<file path="src/rtl/page_cache_tag_directory_macros.svh">
// ----------------------------------------------------------------------------
// page cache tag directory assertion macros
// shared concurrent assertion forms, clocked on clk and disabled in reset
// ----------------------------------------------------------------------------
`ifndef PAGE_CACHE_TAG_DIRECTORY_MACROS_SVH
`define PAGE_CACHE_TAG_DIRECTORY_MACROS_SVH

// consequent checked in the same cycle as the antecedent
`define PCTD_ASSERT_NOW(lbl, ante, cons, msg) \
	lbl: assert property (@(posedge clk) disable iff (!arst_n) (ante) |-> (cons)) \
		else $error(msg);

// consequent checked in the cycle after the antecedent
`define PCTD_ASSERT_NEXT(lbl, ante, cons, msg) \
	lbl: assert property (@(posedge clk) disable iff (!arst_n) (ante) |=> (cons)) \
		else $error(msg);

`endif

</file>
<file path="src/rtl/pctd_pkg.sv">
// ----------------------------------------------------------------------------
// pctd_pkg
// shared widths, codes and controller interface types of the tag directory
// ----------------------------------------------------------------------------
package pctd_pkg;

	localparam int SLOT_COUNT_DEF = 32;
	localparam int PAGE_BYTES_DEF = 4096;

	localparam int ID_W       = 32;
	localparam int OFF_W      = 32;
	localparam int SLOT_IDX_W = 5;
	localparam int IN_PAGE_W  = 12;
	localparam int REFS_W     = 16;

	localparam logic [REFS_W-1:0] REFS_MAX = '1;

	localparam logic OP_READ   = 1'b0;
	localparam logic OP_UPDATE = 1'b1;

	typedef struct packed {
		logic load;
		logic scan;
		logic write;
		logic out_load;
	} ctrl_cmd_t;

	typedef struct packed {
		logic scan_end;
	} ctrl_stat_t;

endpackage

</file>
<file path="src/rtl/pctd_ram.sv">
// ----------------------------------------------------------------------------
// pctd_ram
// generic simple dual port ram, one write and one registered read per cycle
// ----------------------------------------------------------------------------
module pctd_ram #(
	parameter int WIDTH = 8,
	parameter int DEPTH = 32
) (
	input  logic                     clk,
	input  logic                     wr_en,
	input  logic [$clog2(DEPTH)-1:0] wr_addr,
	input  logic [WIDTH-1:0]         wr_data,
	input  logic                     rd_en,
	input  logic [$clog2(DEPTH)-1:0] rd_addr,
	output logic [WIDTH-1:0]         rd_data
);

	logic [WIDTH-1:0] mem [DEPTH];
	logic [WIDTH-1:0] rd_data_q;

	always_ff @(posedge clk) begin
		if (wr_en) begin
			mem[wr_addr] <= wr_data;
		end
		if (rd_en) begin
			rd_data_q <= mem[rd_addr];
		end
	end

	assign rd_data = rd_data_q;

endmodule

</file>
<file path="src/rtl/pctd_ctrl.sv">
// ----------------------------------------------------------------------------
// pctd_ctrl
// sequencer: load request, scan the tag ram, write back, hand off the result
// ----------------------------------------------------------------------------
module pctd_ctrl (
	input  logic                  clk,
	input  logic                  arst_n,
	input  logic                  in_valid,
	output logic                  in_ready,
	output logic                  out_valid,
	input  logic                  out_ready,
	input  pctd_pkg::ctrl_stat_t  stat,
	output pctd_pkg::ctrl_cmd_t   cmd
);

	localparam logic [1:0] ST_IDLE   = 2'd0;
	localparam logic [1:0] ST_SCAN   = 2'd1;
	localparam logic [1:0] ST_WRITE  = 2'd2;
	localparam logic [1:0] ST_FINISH = 2'd3;

	logic [1:0] state_q;
	logic [1:0] state_d;
	logic       out_valid_q;

	always_comb begin
		cmd      = '0;
		state_d  = state_q;
		in_ready = 1'b0;
		unique case (state_q)
			ST_IDLE: begin
				in_ready = 1'b1;
				if (in_valid) begin
					cmd.load = 1'b1;
					state_d  = ST_SCAN;
				end
			end
			ST_SCAN: begin
				cmd.scan = 1'b1;
				if (stat.scan_end) begin
					state_d = ST_WRITE;
				end
			end
			ST_WRITE: begin
				cmd.write = 1'b1;
				state_d   = ST_FINISH;
			end
			ST_FINISH: begin
				// wait for the output register to free up
				if (!out_valid_q || out_ready) begin
					cmd.out_load = 1'b1;
					state_d      = ST_IDLE;
				end
			end
		endcase
	end

	always_ff @(posedge clk or negedge arst_n) begin
		if (!arst_n) begin
			state_q     <= ST_IDLE;
			out_valid_q <= 1'b0;
		end else begin
			state_q <= state_d;
			if (cmd.out_load) begin
				out_valid_q <= 1'b1;
			end else if (out_ready) begin
				out_valid_q <= 1'b0;
			end
		end
	end

	assign out_valid = out_valid_q;

endmodule

</file>
<file path="src/rtl/pctd_dp.sv">
// ----------------------------------------------------------------------------
// pctd_dp
// request registers, tag ram scan and compare, replacement pointer, results
// ----------------------------------------------------------------------------
module pctd_dp #(
	parameter int SLOT_COUNT = pctd_pkg::SLOT_COUNT_DEF,
	parameter int PAGE_BYTES = pctd_pkg::PAGE_BYTES_DEF
) (
	input  logic                              clk,
	input  logic                              arst_n,
	input  pctd_pkg::ctrl_cmd_t               cmd,
	output pctd_pkg::ctrl_stat_t              stat,
	input  logic                              operation,
	input  logic [pctd_pkg::ID_W-1:0]         device_id,
	input  logic [pctd_pkg::ID_W-1:0]         inode_number,
	input  logic [pctd_pkg::OFF_W-1:0]        byte_offset,
	output logic                              hit,
	output logic                              allocated,
	output logic [pctd_pkg::SLOT_IDX_W-1:0]   slot_index,
	output logic [pctd_pkg::OFF_W-1:0]        page_base,
	output logic [pctd_pkg::IN_PAGE_W-1:0]    in_page_offset,
	output logic [pctd_pkg::REFS_W-1:0]       reference_count
);

	localparam int ID_W    = pctd_pkg::ID_W;
	localparam int OFF_W   = pctd_pkg::OFF_W;
	localparam int SIW     = pctd_pkg::SLOT_IDX_W;
	localparam int IPW     = pctd_pkg::IN_PAGE_W;
	localparam int REFS_W  = pctd_pkg::REFS_W;
	localparam int IDX_W   = $clog2(SLOT_COUNT);
	localparam int CNT_W   = $clog2(SLOT_COUNT + 1);
	localparam int PG_SH   = $clog2(PAGE_BYTES);
	localparam int PG_W    = OFF_W - PG_SH;
	localparam int ENTRY_W = 2 * ID_W + PG_W + REFS_W;

	localparam logic [OFF_W-1:0]  PAGE_MASK = OFF_W'(PAGE_BYTES - 1);
	localparam logic [REFS_W-1:0] REFS_ONE  = REFS_W'(1);

	// request
	logic             op_q;
	logic [ID_W-1:0]  dev_q;
	logic [ID_W-1:0]  ino_q;
	logic [OFF_W-1:0] off_q;
	logic [PG_W-1:0]  page_tag;

	// scan
	logic [CNT_W-1:0] scan_cnt_q;
	logic             vld_s1;
	logic [IDX_W-1:0] addr_s1;
	logic             rd_en;
	logic [ENTRY_W-1:0] rd_data;
	logic             match;
	logic             exhausted;

	// replacement
	logic [CNT_W-1:0] fill_q;
	logic [IDX_W-1:0] victim_q;

	// lookup outcome
	logic              found_q;
	logic [IDX_W-1:0]  found_slot_q;
	logic [REFS_W-1:0] found_refs_q;
	logic [REFS_W-1:0] refs_inc;
	logic              do_alloc;

	logic              wr_en;
	logic [IDX_W-1:0]  wr_addr;
	logic [ENTRY_W-1:0] wr_data;

	logic              res_hit_q;
	logic              res_alloc_q;
	logic [IDX_W-1:0]  res_slot_q;
	logic [REFS_W-1:0] res_refs_q;

	logic              hit_q;
	logic              alloc_q;
	logic [SIW-1:0]    slot_q;
	logic [OFF_W-1:0]  base_q;
	logic [IPW-1:0]    within_q;
	logic [REFS_W-1:0] refs_q;

	assign page_tag = off_q[OFF_W-1:PG_SH];

	// one entry issued per cycle, compared in the cycle after it is issued
	assign rd_en     = cmd.scan && (scan_cnt_q < fill_q);
	assign match     = vld_s1
		&& (rd_data[ENTRY_W-1 -: ID_W] == dev_q)
		&& (rd_data[ENTRY_W-ID_W-1 -: ID_W] == ino_q)
		&& (rd_data[REFS_W +: PG_W] == page_tag);
	assign exhausted = !vld_s1 && (scan_cnt_q >= fill_q);

	assign stat.scan_end = match || exhausted;

	assign refs_inc = (found_refs_q == pctd_pkg::REFS_MAX) ? found_refs_q
		: found_refs_q + REFS_ONE;
	assign do_alloc = !found_q && (op_q == pctd_pkg::OP_READ);

	assign wr_en   = cmd.write && (op_q == pctd_pkg::OP_READ);
	assign wr_addr = found_q ? found_slot_q : victim_q;
	assign wr_data = {dev_q, ino_q, page_tag, found_q ? refs_inc : REFS_ONE};

	pctd_ram #(
		.WIDTH (ENTRY_W),
		.DEPTH (SLOT_COUNT)
	) u_tag_ram (
		.clk     (clk),
		.wr_en   (wr_en),
		.wr_addr (wr_addr),
		.wr_data (wr_data),
		.rd_en   (rd_en),
		.rd_addr (scan_cnt_q[IDX_W-1:0]),
		.rd_data (rd_data)
	);

	// control state
	always_ff @(posedge clk or negedge arst_n) begin
		if (!arst_n) begin
			scan_cnt_q <= '0;
			vld_s1     <= 1'b0;
			fill_q     <= '0;
			victim_q   <= '0;
		end else begin
			if (cmd.load) begin
				scan_cnt_q <= '0;
				vld_s1     <= 1'b0;
			end else if (cmd.scan) begin
				vld_s1 <= rd_en;
				if (rd_en) begin
					scan_cnt_q <= scan_cnt_q + CNT_W'(1);
				end
			end
			// slots fill in order, so the fill count doubles as the valid map
			if (cmd.write && do_alloc) begin
				victim_q <= (victim_q == IDX_W'(SLOT_COUNT - 1)) ? '0
					: victim_q + IDX_W'(1);
				if (fill_q != CNT_W'(SLOT_COUNT)) begin
					fill_q <= fill_q + CNT_W'(1);
				end
			end
		end
	end

	// payload
	always_ff @(posedge clk) begin
		if (cmd.load) begin
			op_q  <= operation;
			dev_q <= device_id;
			ino_q <= inode_number;
			off_q <= byte_offset;
		end
		if (cmd.scan && rd_en) begin
			addr_s1 <= scan_cnt_q[IDX_W-1:0];
		end
		if (cmd.scan && stat.scan_end) begin
			found_q      <= match;
			found_slot_q <= addr_s1;
			found_refs_q <= rd_data[REFS_W-1:0];
		end
		if (cmd.write) begin
			res_hit_q   <= found_q;
			res_alloc_q <= do_alloc;
			if (found_q) begin
				res_slot_q <= found_slot_q;
				res_refs_q <= (op_q == pctd_pkg::OP_READ) ? refs_inc : found_refs_q;
			end else if (do_alloc) begin
				res_slot_q <= victim_q;
				res_refs_q <= REFS_ONE;
			end else begin
				res_slot_q <= '0;
				res_refs_q <= '0;
			end
		end
		if (cmd.out_load) begin
			hit_q    <= res_hit_q;
			alloc_q  <= res_alloc_q;
			slot_q   <= SIW'(res_slot_q);
			base_q   <= off_q & ~PAGE_MASK;
			within_q <= IPW'(off_q & PAGE_MASK);
			refs_q   <= res_refs_q;
		end
	end

	assign hit             = hit_q;
	assign allocated       = alloc_q;
	assign slot_index      = slot_q;
	assign page_base       = base_q;
	assign in_page_offset  = within_q;
	assign reference_count = refs_q;

endmodule

</file>
<file path="src/rtl/page_cache_tag_directory.sv">
// ----------------------------------------------------------------------------
// page_cache_tag_directory
// tag directory of a fully associative page cache with round-robin refill
// ----------------------------------------------------------------------------
// channel   dir   handshake            word
// request   in    in_valid/in_ready    operation, device_id, inode_number,
//                                      byte_offset
// result    out   out_valid/out_ready  hit, allocated, slot_index, page_base,
//                                      in_page_offset, reference_count
//
// a request reads the filled slots in order up to the hit (all filled slots
// on a miss, at most SLOT_COUNT, none on an empty directory): the tag ram
// yields one entry per cycle.
// reset clears the controller, the fill count and the refill pointer; the
// tag ram needs no clearing pass, slots at or above the fill count are empty.
// a held result does not block acceptance; the next result waits for it.
// ----------------------------------------------------------------------------
`include "page_cache_tag_directory_macros.svh"

module page_cache_tag_directory #(
	parameter int SLOT_COUNT = pctd_pkg::SLOT_COUNT_DEF,
	parameter int PAGE_BYTES = pctd_pkg::PAGE_BYTES_DEF
) (
	input  logic                              clk,
	input  logic                              arst_n,
	input  logic                              in_valid,
	output logic                              in_ready,
	input  logic                              operation,
	input  logic [pctd_pkg::ID_W-1:0]         device_id,
	input  logic [pctd_pkg::ID_W-1:0]         inode_number,
	input  logic [pctd_pkg::OFF_W-1:0]        byte_offset,
	output logic                              out_valid,
	input  logic                              out_ready,
	output logic                              hit,
	output logic                              allocated,
	output logic [pctd_pkg::SLOT_IDX_W-1:0]   slot_index,
	output logic [pctd_pkg::OFF_W-1:0]        page_base,
	output logic [pctd_pkg::IN_PAGE_W-1:0]    in_page_offset,
	output logic [pctd_pkg::REFS_W-1:0]       reference_count
);

	pctd_pkg::ctrl_cmd_t  cmd;
	pctd_pkg::ctrl_stat_t stat;

	pctd_ctrl u_ctrl (
		.clk       (clk),
		.arst_n    (arst_n),
		.in_valid  (in_valid),
		.in_ready  (in_ready),
		.out_valid (out_valid),
		.out_ready (out_ready),
		.stat      (stat),
		.cmd       (cmd)
	);

	pctd_dp #(
		.SLOT_COUNT (SLOT_COUNT),
		.PAGE_BYTES (PAGE_BYTES)
	) u_dp (
		.clk             (clk),
		.arst_n          (arst_n),
		.cmd             (cmd),
		.stat            (stat),
		.operation       (operation),
		.device_id       (device_id),
		.inode_number    (inode_number),
		.byte_offset     (byte_offset),
		.hit             (hit),
		.allocated       (allocated),
		.slot_index      (slot_index),
		.page_base       (page_base),
		.in_page_offset  (in_page_offset),
		.reference_count (reference_count)
	);

	`PCTD_ASSERT_NOW(a_alloc_fresh, out_valid && allocated, !hit && reference_count == 16'd1, "allocated slot must be a miss with one reference")

	`PCTD_ASSERT_NOW(a_miss_empty, out_valid && !hit && !allocated, slot_index == '0 && reference_count == 16'd0, "lookup miss must report slot zero and no references")

	`PCTD_ASSERT_NOW(a_hit_refs, out_valid && hit, reference_count != 16'd0, "hit slot must hold at least one reference")

	`PCTD_ASSERT_NEXT(a_one_item, in_valid && in_ready, !in_ready, "request accepted while one is in flight")

endmodule

</file>
<file path="config.mk">
export PLATFORM = sky130hd
export DESIGN_NAME = page_cache_tag_directory
export DESIGN_NICKNAME = d
export VERILOG_FILES = /design/src/rtl/pctd_pkg.sv /design/src/rtl/pctd_ram.sv /design/src/rtl/pctd_ctrl.sv /design/src/rtl/pctd_dp.sv /design/src/rtl/page_cache_tag_directory.sv
export VERILOG_INCLUDE_DIRS = /design/src /design/src/rtl
export SDC_FILE = /design/constraint.sdc
export NUM_CORES = 2
export LEC_CHECK = 0
export BUFFER_PORTS_ARGS = -buffer_cell sky130_fd_sc_hd__buf_2
export CORE_MARGIN = 2
export CORE_UTILIZATION = 50
export DETAILED_ROUTE_END_ITERATION = 10
export PLACE_DENSITY_LB_ADDON = 0.2
export SLEW_MARGIN = 20
export SYNTH_ARGS = -nofsm -noshare
export SYNTH_HDL_FRONTEND = slang
export SYNTH_SLANG_ARGS = --single-unit
</file>
<file path="constraint.sdc">
create_clock -name clk -period 8.4 [get_ports clk]
set_input_delay 0.84 -clock clk [delete_from_list [all_inputs] [get_ports clk]]
set_output_delay 0.84 -clock clk [all_outputs]
set_load 0.05 [all_outputs]
</file>
---- After elaboration in Yosys (flattened, before gate mapping) ----
Memory sizes are Yosys's and may differ from the RTL's. A register that Yosys moved wholly into a read port is not among the register bits.
Index checks and enable logic that the tools add are counted.
word-level totals
  bits in registers ....................... 223
  output and inout port bits .............. 69
  memories ................................ 1
  memory bits (writable) .................. 3200
memory list
  name                depth  bits a word  rd ports  clocked after memory_dff  write ports  line            source
  u_dp.u_tag_ram.mem  32     100          1         1                         1            pctd_ram.sv:18  logic [WIDTH-1:0] mem [DEPTH];
operators by class
  add/subtract/negate cells ............... 4
  magnitude comparators ................... 2
  bitwise operators ....................... 1
  multiplexer cells ....................... 29
  reduce and logical (&&, ||, !) cells .... 22
  equality and inequality tests ........... 12
operators with widths
  kind                   number
  $eq 32x32->1           2
  $mux 16                4
  $eq 20x20->1           1
  $mux 5                 4
  $mux 6                 3
  $add 16x1->16 const B  1
  $eq 16x16->1 const B   1
  $mux 1                 14
  $add 6x1->6 const B    2
  $logic_and 1x1->1      10
  $pmux 2 s4             1
  $ge 6x6->1             1
  $lt 6x6->1             1
  $mux 2                 3
  $ne 6x6->1 const B     1
  $reduce_bool 2->1      3
  $add 5x1->5 const B    1
  $eq 5x5->1 const B     1
  $eq 2x2->1 const B     2
  $ne 2x1->1 const B     2
  $reduce_and 2->1       2
  $logic_not 1->1        3
  $reduce_and 3->1       1
  $eq 2x1->1 const B     1
  other kinds (4)        5

---- Logic depth before layout (Yosys ltp) ----
  word-level depth ........................ 7
  depth in mapped cells ................... 12

---- Modules after synthesis ----
A second synthesis with hierarchy kept.
unflattened totals
  cells, all modules ...................... 6494
  area, all modules ....................... 134169.9 um^2
modules (own cells, without submodules)
  module     times used  area each (um^2)  cells each
  pctd_ram   1           124494.4          5817
  pctd_dp    1           9444.1            657
  pctd_ctrl  1           231.5             20

---- Worst setup path before layout ----
No wires, ideal clock.
  path kind ............................... register -> register
  from .................................... register u_ctrl.state_q[0]
  to ...................................... memory u_dp.u_tag_ram.mem[0][0] (netlist name) (enable)
  slack ................................... 1.888 ns
  library setup time ...................... 0.560 ns
  cell stages (with the launch flop) ...... 6
  required time ........................... 7.840 ns
  arrival time ............................ 5.952 ns
  path through ............................ dfrtp_1 -> inv_1 -> ha_1 -> nor2b_1 -> o21ai_1 -> nor2_1
between the ends
  longest elaborated chain between the ends .. 5
RTL lines
  what                          line             source
  start, declared               pctd_ctrl.sv:21  logic [1:0] state_q;
  start signal, assigned        pctd_ctrl.sv:62  state_q <= state_d;
  $eq 2x2->1                    pctd_ctrl.sv:29  unique case (state_q)
  $mux 1                        pctd_ctrl.sv:29
  $logic_and 1x1->1             pctd_dp.sv:98    assign wr_en = cmd.write && (op_q == pctd_pkg::OP_READ);
  $mux 1                        pctd_ram.sv:22   if (wr_en) begin
  $mux 1 (implied by the code)  pctd_ram.sv:23   mem[wr_addr] <= wr_data;
  end, declared                 pctd_ram.sv:18
No other way between the ends.

---- Worst setup path in the final report ----
  from .................................... register u_dp.dev_q[18]
  to ...................................... register u_dp.found_refs_q[6] (enable)
between the ends
  longest elaborated chain between the ends .. 6
RTL lines
  what                    line            source
  start, declared         pctd_dp.sv:41   logic [ID_W-1:0] dev_q;
  start signal, assigned  pctd_dp.sv:147  dev_q <= device_id;
  $eq 32x32->1            pctd_dp.sv:87   && (rd_data[ENTRY_W-1 -: ID_W] == dev_q)
  $logic_and 1x1->1       pctd_dp.sv:87
  $logic_and 1x1->1       pctd_dp.sv:88   && (rd_data[ENTRY_W-ID_W-1 -: ID_W] == ino_q)
  $logic_and 1x1->1       pctd_dp.sv:89   && (rd_data[REFS_W +: PG_W] == page_tag);
  named net u_dp.match    pctd_dp.sv:52   logic match;
  $logic_or 1x1->1        pctd_dp.sv:92   assign stat.scan_end = match || exhausted;
  $logic_and 1x1->1       pctd_dp.sv:154  if (cmd.scan && stat.scan_end) begin
  end signal, assigned    pctd_dp.sv:157  found_refs_q <= rd_data[REFS_W-1:0];
  end, declared           pctd_dp.sv:62   logic [REFS_W-1:0] found_refs_q;
The timed path passes the listed nets, and every way through them passes these cells.
A chain may end at the register's enable or synchronous reset.

==> results.toml <==
[global_routing]
grtUsageTotal = 0.239
antenna_found_initial = 5
grt_overflow = 0
grt_pass1_wl_um = 459000
grt_pass1_vias = 61198
grt_max_degree = 145

[yosys]
syn_area_um2 = 133000
syn_inst = 5333
synth-seq-cells = 3523
synth_edf_count = 3502
avgSynthCellArea_um2 = 25.0
ys_types = 55
synth-main-ff-cell = "edfxtp_1"
synth_warnings = 0
ys_seq_area_frac = 0.793
synthArstFlopShare = 0.00596

[flow_run]
drv_cap = 0

[power_and_ir_drop]
vdd_drop_max_v = 0.000249
power_density_nw_per_um2 = 312
total_leakage_power_nw = 46.4

[detailed_routing]
antenna_left = 0
wirelength_um = 323000
vias_per_cell = 6.27
drt_iter0_markers = 7307
drcViolationCount = 0
wl_per_cell_um = 33.5
drt_first_pass_iters = 9
vias = 60627

[outcome]
status = "complete, no violations"

[timing]
rsz0062_at_grt = "no"
fmax_mhz = 225
hold_viol_final = 0
drv_slew = 0
setup_viol = 0
fin_crit_ns = 4.44
worst_pin_slew_ns = 1.25
setup_slack_ns = 3.96
tns_ns = 0
slew_headroom = 0.164
fin_crit_sh = 0.528
fin_skew_ns = 0.0780

[floorplanning]
start_util = 0.503
io_pins = 170
fp.coreArea_um2 = 265000
die_width_um = 520
die_area_um2 = 271000
die-height_um = 520
placementRows = 189

[finish]
fillers = 18896
final_nets = 5972
design_area_um2 = 152000
area_delta_synth_final_pct = 13.7
final_layout_size_suffix_gt1_frac = 0.324

[clocking]
cts_buffer_depth = 4
cts_inserted_buffers = 369
root_buffer = "clkbuf_16"
clock_latency_ns = 0.99
path_clk_slew_ns = 0.06
cts_tree = "built"
cts-htree-levels = 5
cts_sinks = 3523
post_cts_resized = 0

[worst_setup_path]
crit_path_end_kind = "flop"
crit_fanout = 33
startpoint_type = "flop"
arrival_ns = 5.02
cp.required_ns = 8.98
criticalPathCategory = "reg -> reg"

[placement]
gp_congestion = 0.803
numPortBuffers = 157
placed_cell_area_um2 = 140000
pre_cts_slack_ns = 3.96
place_hpwl_um = 155000

[worst_hold_path]
worstHoldPathType = "in -> reg"
## per-stage QoR
stage,util,hold slack [ns],cells,power (W)
4_1_cts,0.572,0.00125,9658,0.0478
3_3_place_gp,0.526,0.401,8956,0.0323
6_report,0.572,0.0767,9662,0.0474
2_1_floorplan,-,0.400,5344,0.0290
5_1_grt,0.572,0.0293,9661,0.0490
3_5_place_dp,0.527,0.405,8961,0.0324
## sequential cells by signal, indices dropped and copies added, names as in the netlist, 2 cells and up
name / count
u_dp.fill_q: 6
u_dp.in_page_offset: 12
u_dp.addr_s1: 5
u_dp.victim_q: 5
u_dp.found_slot_q: 5
u_dp.slot_index: 5
u_dp.ino_q: 32
u_dp.dev_q: 32
u_dp.found_refs_q: 16
u_dp.res_refs_q: 16
u_dp.u_tag_ram.rd_data: 100
u_dp.off_q: 32
u_dp.scan_cnt_q: 6
u_dp.res_slot_q: 5
u_dp.page_base: 20
u_ctrl.state_q: 2
u_dp.u_tag_ram.mem: 3200
u_dp.reference_count: 16
## area by class of cell
| cell class | count | area [µm²] | area share |
|---|---|---|---|
| inverter | 31 | 116 | 0.000767 |
| timing repair buffer | 398 | 3330 | 0.0220 |
| multi-input combinational | 1532 | 26700 | 0.176 |
| clock buffer | 446 | 9700 | 0.0640 |
| sequential | 3523 | 106000 | 0.697 |
| clock inverter | 197 | 1650 | 0.0109 |
| antenna | 2 | 5.00 | 0.0000330 |
| tap | 3533 | 4420 | 0.0292 |
## repair_timing
action                    4_1_cts  5_1_grt
setup buffers                   0        0
hold buffers                   54        0
hold endpoints to repair       74        0
## logic make-up (layout without fill, tap and decap cells)
family | after synthesis | in the layout | share of synthesized area
AO/OA/AOI/OAI | 78 | 78 | 0.00408
XOR/XNOR | 85 | 85 | 0.00558
adder cells (fa/ha/maj) | 16 | 16 | 0.00150
buffers and inverters | 289 | 1072 | 0.00957
flip-flops | 3523 | 3523 | 0.793
multiplexers | 1108 | 1108 | 0.178
other | 1 | 14 | 0.0000281
AND/OR/NAND/NOR | 233 | 233 | 0.00853
## cell usage after synthesis, types with 2 or more instances
cell type  number  area share
mux2i_1         7     0.00053
o21ai_0        10     0.00038
and3_1          3     0.00014
mux2_2        101      0.0085
xnor2_1        68      0.0045
a21o_1          4     0.00023
or3_1           7     0.00033
edfxtp_1     3502        0.79
nand3b_1        2     0.00011
mux4_2       1000        0.17
inv_2           4     0.00011
nor3_1         13     0.00049
and4_1          3     0.00020
o2111ai_1       5     0.00033
o21a_1          4     0.00023
ha_1           16      0.0015
dfrtp_1        21      0.0039
nand2_1        47      0.0013
nor2b_1        19     0.00089
a2111o_1        5     0.00042
a21oi_1        16     0.00060
o31ai_1         2     0.00011
o221ai_1        3     0.00020
buf_1          15     0.00042
buf_4          12     0.00068
a22o_1          2     0.00013
a2bb2oi_1       2     0.00013
o21ai_1        10     0.00038
xor2_1         17      0.0011
and2_1          5     0.00023
nor4_1          9     0.00042
buf_2          81      0.0030
buf_6           6     0.00051
nand4_1        17     0.00080
inv_1          27     0.00076
nand3_1        16     0.00060
nand2b_1       18     0.00084
o22ai_1         3     0.00014
nor2_1         72      0.0020
clkbuf_1      144      0.0041
## path summary, 6_finish.rpt
path                                                        from  cells after the start  slack, ns                                 to
worst max-delay path                    u_dp.dev_q[18]$_DFFE_PP_                      7       3.96     u_dp.found_refs_q[6]$_DFFE_PP_
worst min-delay path                             byte_offset[26]                      1       0.08           u_dp.off_q[26]$_DFFE_PP_
worst max register to register          u_dp.dev_q[18]$_DFFE_PP_                      7       3.96     u_dp.found_refs_q[6]$_DFFE_PP_
worst min register to register  u_dp.res_refs_q[5]$_SDFFCE_PN0P_                      0       0.41  u_dp.reference_count[5]$_DFFE_PP_
max in group asynchronous                                 arst_n                      2       7.31     u_dp.scan_cnt_q[0]$_DFFE_PN0P_
min in group asynchronous                                 arst_n                      2       0.54       u_dp.victim_q[4]$_DFFE_PN0P_
## per-layer routing
layer | share of wire | wire, µm | up-vias | global-route usage
li1 | - | - | 24060 | -
met1 | 0.43 | 138000 | 33451 | 0.360
met2 | 0.48 | 155000 | 2643 | 0.374
met3 | 0.072 | 23200 | 473 | 0.0342
met4 | 0.024 | 7720 | 0 | 0.0616
met5 | 0 | 0 | - | 0
## critical path: stages (launching register included)
cell	delay (ns)
edfxtp_1	0.36
buf_4	0.27
xnor2_1	0.97
nand4_1	0.17
nor4_1	0.66
nand4_1	0.28
nor2_1	0.40
o21a_1	0.92
## power breakdown
part           internal [W]  total, W  leakage, nW  switching (W)
Clock               0.00900    0.0155         5.55        0.00649
Combinational       0.00450    0.0103         8.92        0.00576
Sequential           0.0211    0.0216         31.9       0.000515
Total                0.0346    0.0474         46.4         0.0128
## placed cells by master (no fill, tap or decap), drive strengths merged, types with 10 or more instances in the layout
cell type,netlist,routed
a21oi,16,16
buf,114,344
bufinv,0,27
clkbuf,144,446
clkinv,0,157
clkinvlp,0,10
conb,1,12
dfrtp,21,21
dlygate4sd3,0,54
edfxtp,3502,3502
ha,16,16
inv,31,34
mux2,101,101
mux4,1000,1000
nand2,47,47
nand2b,18,18
nand3,16,16
nand4,17,17
nor2,72,72
nor2b,19,19
nor3,14,14
o21ai,20,20
xnor2,68,68
xor2,17,17
Power figures use the tool's default switching activity.
